$ cat config.mk
export PLATFORM = sky130hd
export DESIGN_NAME = cdi_ram
export DESIGN_NICKNAME = d
export VERILOG_FILES = /design/src/hdl/cdi_ram.sv
export SDC_FILE = /design/constraint.sdc
export NUM_CORES = 1
export LEC_CHECK = 0
export ABC_CLOCK_PERIOD_IN_PS = 2000
export BUFFER_PORTS_ARGS = -buffer_cell sky130_fd_sc_hd__buf_4
export CAP_MARGIN = 10
export CORE_UTILIZATION = 35
export CTS_BUF_LIST = sky130_fd_sc_hd__clkbuf_8 sky130_fd_sc_hd__clkbuf_16
export DETAILED_ROUTE_END_ITERATION = 16
export SYNTH_ARGS = -nofsm -noshare
export SYNTH_HDL_FRONTEND = slang
export SYNTH_SLANG_ARGS = --single-unit
$ cat constraint.sdc
create_clock -name clk -period 2 [get_ports clk]
set_input_delay 0.4 -clock clk [delete_from_list [all_inputs] [get_ports clk]]
set_output_delay 0.4 -clock clk [all_outputs]
set_load 0.03 [all_outputs]
$ cat src/hdl/cdi_ram.sv
`default_nettype none

module cdi_ram #(
  parameter int WIDTH = 8,
  parameter int DEPTH = 16
) (
  input  wire logic                     clk,
  input  wire logic                     en,
  input  wire logic                     we,
  input  wire logic [$clog2(DEPTH)-1:0] addr,
  input  wire logic [WIDTH-1:0]         wdata,
  output logic      [WIDTH-1:0]         rdata
);

  logic [WIDTH-1:0] mem [DEPTH];

  always_ff @(posedge clk) begin
    if (en) begin
      if (we) begin
        mem[addr] <= wdata;
      end else begin
        rdata <= mem[addr];
      end
    end
  end

endmodule

`default_nettype wire

==> out/metrics.yaml <==
die:
  initial_core_util_pct: 35.9
  core_mm2: 0.0146
  die_y_um: 124
  dieArea_mm2: 0.0155
  rows: 44
  io_pins: 23
  die_x_um: 124
timing:
  period_minus_slack_ns: 1.65
  finalHoldViolCount: 0
  fin_setup_tns_ns: 0
  skew_ns: 0.0138
  slew_headroom_pct: 70.8
  tightest_slew_ns: 0.437
  max_freq_mhz: 607
  rsz0062_at_grt: "false"
  min_period_over_period_pct: 82.3
  setup-violations-final: 0
  slew_viol_final: 0
global_route:
  grt_pass1_wl_um: 16800
  grt_use_met1_pct: 21.4
  met2_usage_pct: 22.7
  overflow: 0
  grt_util_met3_pct: 4.38
  grtUsageTotal_pct: 15.3
  antenna_found_initial: 0
  grt_max_degree: 27
  busiest_layer: "met2"
  grt_pass1_vias: 2673
yosys:
  synthTopCellsByArea: "edfxtp_1 (78%), mux4_1 (8.0%), mux4_2 (6.9%), a22oi_1 (2.3%), nor2_1 (0.93%)"
  ys_ff_latch: 136
  synth_top_area_share_pct: 78.0
  synthCells: 234
  avgSynthCellArea_um2: 22.4
  ys_types: 18
  ys_seq_area_share_pct: 78.0
  synth_warnings: 0
  netlist_area_mm2: 0.00524
  syn-num-nets: 249
  synth_top_cell_by_area: "edfxtp_1"
final_layout:
  final_util_pct: 44.2
  nFillCells: 1248
  fin_nets: 311
  drive_above_1_share_pct: 34.3
  n_antenna_cell: 0
  seq_area_mm2: 0.00408
  multi_input_comb_area_mm2: 0.00109
  fin_cells: 493
  synthToLayoutAreaGrowth_pct: 23.0
  design_area_mm2: 0.00644
place:
  routabilityCongestion: 0.737
  io_buffers: 22
  placedCellCount: 461
  postPlaceCellArea_mm2: 0.00585
  hpwlAfterDp_um: 6960
drt:
  antenna_left: 0
  vias_per_cell: 5.11
  wl_per_cell_um: 21.8
  first_pass_iters: 4
  route.detailed.drc: 0
  drt_iter0_drc: 257
  vias: 2518
  drt_wl_total_um: 10800
clock_tree:
  cts_tree: "yes"
  clkLatencyLatePin_ns: 0.41
  clockRootBuffer: "clkbuf_16"
  numCtsBuffers: 17
  h-tree-depth: 4
  post_cts_buffers: 0
  ctsResizeCount: 0
  postCtsHoldBufs: 0
  path_clk_slew_ns: 0.06
  clock-sinks: 136
  clockBufferDepth: 2
critical_path:
  r2r_start: "mem[3][4]"
  arrival_ns: 1.80
  r2r_end: "rdata[4]"
  critPathMaxFanout: 17
  reg2regPathDepth: 3
  worstPathRequired_ns: 2.16
  reg2reg_slack_ns: 0.46
  cp-end-kind: "flip-flop"
  crit_type: "in2reg"
  cp-startpoint: "addr[0]"
  worst_setup_path_start_kind: "input pin"
min_path:
  min_to: "mem[7][6]"
  hold_path.class: "in2reg"
  holdPathStages: 1
  hold_path_startpoint: "wdata[6]"
flow_run:
  cap_violations: 0
pwr:
  p_per_area_mw_per_mm2: 1010
  ir_worst_vdd_mv: 0.624
  power.leakage_uw: 0.00219
status:
  status: "complete, no violations"
power breakdown:
group          total (uW)  internal (uW)  switching [uW]
registers            3190           3180            10.2
clock network        3040           1940            1100
logic                 307            135             172
cells in the final DEF (no fill, tap or decap), drive strengths merged:
cell type / synthesis / layout
mux4: 32 / 32
clkbuf: 5 / 17
and2: 1 / 1
bufinv: 0 / 3
nor2: 13 / 13
clkinvlp: 0 / 4
nand2: 10 / 10
nor2b: 3 / 3
nor3: 4 / 4
nand4b: 2 / 2
inv: 0 / 1
nand4: 1 / 1
a22oi: 16 / 16
nand2b: 2 / 2
buf: 8 / 56
edfxtp: 136 / 136
clkinv: 0 / 7
or3: 1 / 1
layout make-up:
class / instances / area share, %
Sequential cell: 136 / 63.4
Clock inverter: 15 / 2.51
Timing Repair Buffer: 56 / 6.92
Multi-Input combinational cell: 85 / 17.0
Clock buffer: 17 / 6.60
Tap cell: 184 / 3.57
kinds of logic after synthesis:
logic type	synth area share, %
simple gates	3.32
compound gates	2.29
flops	78.0
mux	14.9
buf+inv	1.50
cells in the mapped netlist:
master	count
and2_1	1
nand4b_1	2
mux4_1	16
edfxtp_1	136
mux4_2	16
nand4_1	1
nor3_1	4
nand2b_1	2
buf_1	2
buf_2	3
or3_1	1
nor2_1	13
nand2_1	10
clkbuf_1	5
nor2b_1	3
a22oi_1	16
buf_6	2
buf_8	1
state kept, by name, indices dropped and copies added (netlist names):
register  count
rdata         8
mem         128
worst max-delay path, cell delays in order:
cell	delay, ns
buf_4	0.30
buf_4	0.22
buf_4	0.16
mux4_2	0.50
a22oi_1	0.15
nand2_1	0.07
per-stage QoR:
step                worst slack [ns]  hold slack, ns  power (uW)
finish                         0.353           0.310        6540
global route                   0.288           0.317        6750
CTS                            0.362           0.304        6610
detailed placement           -0.0763           0.730        3560
global placement             -0.0465           0.715        3550
floorplan                      0.105           0.499        3420
how the worst max path moves through the flow:
| stage | endpoint | slack, ns | cells after the start |
|---|---|---|---|
| after floorplan | mem[4][0] | 0.10 | 4 |
| after global placement | rdata[3] | -0.05 | 6 |
| after detailed placement | rdata[0] | -0.08 | 6 |
| after CTS | rdata[3] | 0.36 | 6 |
| after global routing | rdata[4] | 0.29 | 6 |
| final | rdata[0] | 0.35 | 6 |
metal layers:
layer	wire, um	share of wire (%)
met5	0	0
met4	41	0.38
met3	807	7.5
met2	5140	48
met1	4770	44
Note: power is estimated with default switching activity, not from simulation.
