## src/hdl/cdi_pkg.sv

```systemverilog
`default_nettype none

package cdi_pkg;

  localparam int CAPACITY = 1024;
  // power of two
  localparam int SLOTS = 2048;

  localparam int KEY_WORDS = 6;
  localparam int WORD_W = 64;
  localparam int KEY_W = KEY_WORDS * WORD_W;
  localparam int KEY_BYTES = KEY_W / 8;
  localparam int BYTE_CNT_W = $clog2(KEY_BYTES);
  localparam int WSEL_W = $clog2(KEY_WORDS);

  localparam int IDX_W = $clog2(CAPACITY);
  localparam int CNT_W = $clog2(CAPACITY + 1);
  localparam int SLOT_W = $clog2(SLOTS);
  localparam int SLOT_ENT_W = IDX_W + 1;
  localparam int KEY_DEPTH = CAPACITY * KEY_WORDS;
  localparam int KADDR_W = $clog2(KEY_DEPTH);

  localparam int SET_INDEX_W = 10;
  localparam int UNIQ_W = 11;
  localparam int OUT_DATA_W = 24;
  localparam int OUT_PAD_W = OUT_DATA_W - (SET_INDEX_W + 2 + UNIQ_W);

  localparam logic [WORD_W-1:0] FNV_OFFSET = 64'hcbf29ce484222325;
  // prime = 2^40 + 0x1b3
  localparam int FNV_PRIME_SHIFT = 40;
  localparam logic [8:0] FNV_PRIME_LO = 9'h1b3;

  typedef struct packed {
    logic              done;
    logic [WORD_W-1:0] value;
  } hash_stat_t;

  function automatic logic [WORD_W-1:0] fnv_round(input logic [WORD_W-1:0] h,
                                                  input logic [7:0] b);
    logic [WORD_W-1:0] x;
    logic [WORD_W+8:0] lo;
    x = h ^ {{(WORD_W - 8){1'b0}}, b};
    lo = x * FNV_PRIME_LO;
    return (x << FNV_PRIME_SHIFT) + lo[WORD_W-1:0];
  endfunction

endpackage

`default_nettype wire

```

## src/hdl/cdi_hash.sv

```systemverilog
`default_nettype none

module cdi_hash (
  input  wire logic                       clk,
  input  wire logic                       rst_n,
  input  wire logic                       start,
  input  wire logic [cdi_pkg::KEY_W-1:0]  key,
  output cdi_pkg::hash_stat_t             stat
);

  logic                             busy_r, busy_nxt;
  logic                             done_r, done_nxt;
  logic [cdi_pkg::BYTE_CNT_W-1:0]   cnt_r, cnt_nxt;
  logic [cdi_pkg::WORD_W-1:0]       h_r, h_nxt;
  logic [7:0]                       byte_sel;
  logic                             last_byte;

  // byte k of the key sits at bits 8k and up
  assign byte_sel = key[{cnt_r, 3'b000} +: 8];
  assign last_byte = (cnt_r == cdi_pkg::BYTE_CNT_W'(cdi_pkg::KEY_BYTES - 1));

  always_comb begin
    busy_nxt = busy_r;
    done_nxt = 1'b0;
    cnt_nxt = cnt_r;
    h_nxt = h_r;
    if (start) begin
      busy_nxt = 1'b1;
      cnt_nxt = '0;
      h_nxt = cdi_pkg::FNV_OFFSET;
    end else if (busy_r) begin
      h_nxt = cdi_pkg::fnv_round(h_r, byte_sel);
      cnt_nxt = cnt_r + 1'b1;
      if (last_byte) begin
        busy_nxt = 1'b0;
        done_nxt = 1'b1;
      end
    end
  end

  always_ff @(posedge clk) begin
    if (!rst_n) begin
      busy_r <= 1'b0;
      done_r <= 1'b0;
      cnt_r <= '0;
    end else begin
      busy_r <= busy_nxt;
      done_r <= done_nxt;
      cnt_r <= cnt_nxt;
    end
  end

  always_ff @(posedge clk) begin
    h_r <= h_nxt;
  end

  assign stat.done = done_r;
  assign stat.value = h_r;

endmodule

`default_nettype wire

```

## config.mk

```make
export PLATFORM = sky130hd
export DESIGN_NAME = cdi_hash
export DESIGN_NICKNAME = d
export VERILOG_FILES = /design/src/hdl/cdi_pkg.sv /design/src/hdl/cdi_hash.sv
export SDC_FILE = /design/constraint.sdc
export NUM_CORES = 1
export LEC_CHECK = 0
export BUFFER_PORTS_ARGS = -buffer_cell sky130_fd_sc_hd__buf_2
export CAP_MARGIN = 40
export CORE_UTILIZATION = 30
export CTS_CLUSTER_DIAMETER = 150
export DETAILED_ROUTE_END_ITERATION = 7
export HOLD_SLACK_MARGIN = 0.1
export PLACE_DENSITY_LB_ADDON = 0.08
export REMOVE_ABC_BUFFERS = 1
export SLEW_MARGIN = 20
export SYNTH_ARGS = -nofsm -noshare
export SYNTH_HDL_FRONTEND = slang
export SYNTH_SLANG_ARGS = --single-unit
```

## constraint.sdc

```tcl
create_clock -name clk -period 12.7 [get_ports clk]
set_input_delay 3.81 -clock clk [delete_from_list [all_inputs] [get_ports clk]]
set_output_delay 3.81 -clock clk [all_outputs]
set_load 0.02 [all_outputs]
```

==> results.cfg <==
[floorplan]
die_x_um = 239
die_h_um = 239
initial_core_util_pct = 30.5
rows = 86
die-area_mm2 = 0.0572
ios = 452
fp.coreArea_mm2 = 0.0553

[placed_design]
hpwl_um = 63100
io_buffers = 451
gp_routability_congestion = 0.925
postPlaceCellArea_mm2 = 0.0198
post-place-ws_ns = 1.30
placed_cells = 2796

[sta]
max_freq_mhz = 92.1
rsz0062_at_grt = false
tightest_slew_ns = 0.845
period_needed_ns = 10.86
setup_tns_ns = 0
finalWorstSetupSlack_ns = 1.84
min_period_over_period_pct = 85.5
finalSetupViolCount = 0
skew_ns = 0.0157
relSlewSlack_pct = 43.7
maxSlewViolCount = 0
hold_viol_final = 0

[logic_synthesis]
synth_common_cells = inv_1 (319), fa_1 (233), ha_1 (179)
syn_area_mm2 = 0.0169
synth_area_leaders = fa_1 (28%), mux4_2 (16%), ha_1 (13%)
seq_area_frac_synth_pct = 8.54
yosysUniqueCellTypes = 74
synth_flop_cell = dfxtp_1
synth_top_area_share_pct = 27.6
synth_seq_cells = 72
yosysWarnings = 0
synth_top_area_cell = fa_1
synth_most_common_cell = inv_1
synth_cells = 1666
synth_edf_count = 0
syn_avg_cell_area_um2 = 10.1
ys_async_sr_fraction_pct = 0

[detailed_routing]
post_drt_wl_per_cell_um = 25.2
ant_nets = 0
dr_wl_met2_um = 33100
dr.max_layer_used = met5
via_count = 14321
met3WireLength_um = 6350
wirelength_um = 71200
first_iter_violations = 850
wl_met1_um = 28800
dr.pass1.iters = 5
drc_errors = 0
routed_via_density = 5.08

[global_routing]
grt_overflow = 0
antenna_found_initial = 24
grt_max_degree = 61
track_usage_pct = 25.4
grt_pass1_wl_um = 103000
grt_pass1_vias = 15443

[finish]
area_growth_pct = 19.4
drive_gt1_share_pct = 29.8
nets = 2859
stdcell_area_mm2 = 0.0201
fin_cells = 2821

[clock_network]
postCtsSetupRepairBufs = 0
cts-resized-gates = 0
cts.sinks = 72
root_buffer = clkbuf_16
clock_latency_ns = 0.39
clk_pin_slew_ns = 0.07
cts_tree = yes
cts_buffers = 9
max-clock-path-buffers = 2
ctsHoldBuffers = 0
htreeDepth = 3

[worst_setup_path]
end_kind = flop
reg2reg_slack_ns = 3.96
crit_required_ns = 13.03
cp.arrival_ns = 11.19
path_max_fanout = 5
path_class = primary input to flop
start_kind = primary input

[hold_path]
worstHoldPathType = flop to flop

[job]
cap_violations = 0

[outcome]
run_status = finished, final reports clean
==> sequential cells by signal (all words and copies together), names as in the netlist <==
signal and cells:
done_r 1, cnt_r 6, h_r 64, busy_r 1
==> layout make-up <==
| cell class | instances | area (µm²) |
|---|---|---|
| Inverter | 321 | 1200 |
| Antenna cell | 8 | 20.0 |
| Timing Repair Buffer | 464 | 2350 |
| Multi-Input combinational cell | 1192 | 13900 |
| Tap cell | 748 | 936 |
| Fill cell | 5828 | 35200 |
| Clock buffer | 13 | 260 |
| Clock inverter | 3 | 40.0 |
| Sequential cell | 72 | 1450 |
==> placed cells by master, fill, tap and decap left out, types with 10 or more instances in the layout <==
cell      count
a21o_1       40
buf_4        11
o21ai_1      10
nor2_1       71
nand4_1      23
buf_2       451
fa_1        233
xnor2_1      50
inv_1       318
nor3_1       13
dfxtp_1      68
o21ai_0      42
nand2_1      86
nand3_1      19
a21oi_1      74
mux2i_1      36
mux4_2      120
xor2_1       46
o21a_1       10
ha_1        179
o21bai_1     10
==> cells by family (layout without fill, tap and decap cells) <==
kind of cell	after synthesis	after routing	synth area share [%]
XOR/XNOR	96	96	4.98
adder cells (fa/ha/maj)	412	412	40.9
AND/OR/NAND/NOR	262	262	7.36
multiplexers	156	156	18.2
buffers and inverters	402	801	9.23
flip-flops	72	72	8.54
AO/OA/AOI/OAI	266	266	10.8
other	0	8	0
==> path summary, 6_finish.rpt <==
path | depth (start not counted) | start | endpoint
setup reg to reg | 24 | cnt_r[1] | h_r[51]
setup / recovery | 24 | key[33] | h_r[51]
hold reg to reg | 2 | h_r[0] | h_r[0]
hold / removal | 2 | h_r[0] | h_r[0]
==> per-layer routing <==
metal / global-route usage (%) / up-vias
li1: - / 6522
met1: 32.6 / 7156
met2: 39.9 / 529
met3: 7.94 / 98
met4: 9.11 / 16
met5: 2.51 / -
==> stage by stage <==
stage	hold slack, ns	utilization, %
floorplan	0.543	-
global placement	0.509	35.8
detailed placement	0.525	35.8
CTS	0.537	36.4
global route	0.572	36.4
finish	0.532	36.4
==> critical path, cell delays in order <==
cell	delay, ns
buf_2	0.15
mux4_2	0.60
mux4_2	0.49
mux2i_1	0.14
o21ai_1	0.09
xnor2_1	0.59
inv_2	0.16
ha_1	0.37
xor2_1	0.18
ha_1	0.20
or2_2	0.33
fa_1	0.53
fa_1	0.41
ha_1	0.29
ha_1	0.35
and3_1	0.17
a221o_1	0.35
a211o_1	0.34
a21oi_1	0.33
o31a_1	0.31
o311a_1	0.32
nor3_1	0.09
or4_1	0.50
nand3_1	0.07
Power is left out: the tool's default activity adds up to more than one toggle a clock period on the data nets, which glitch-free logic cannot reach.
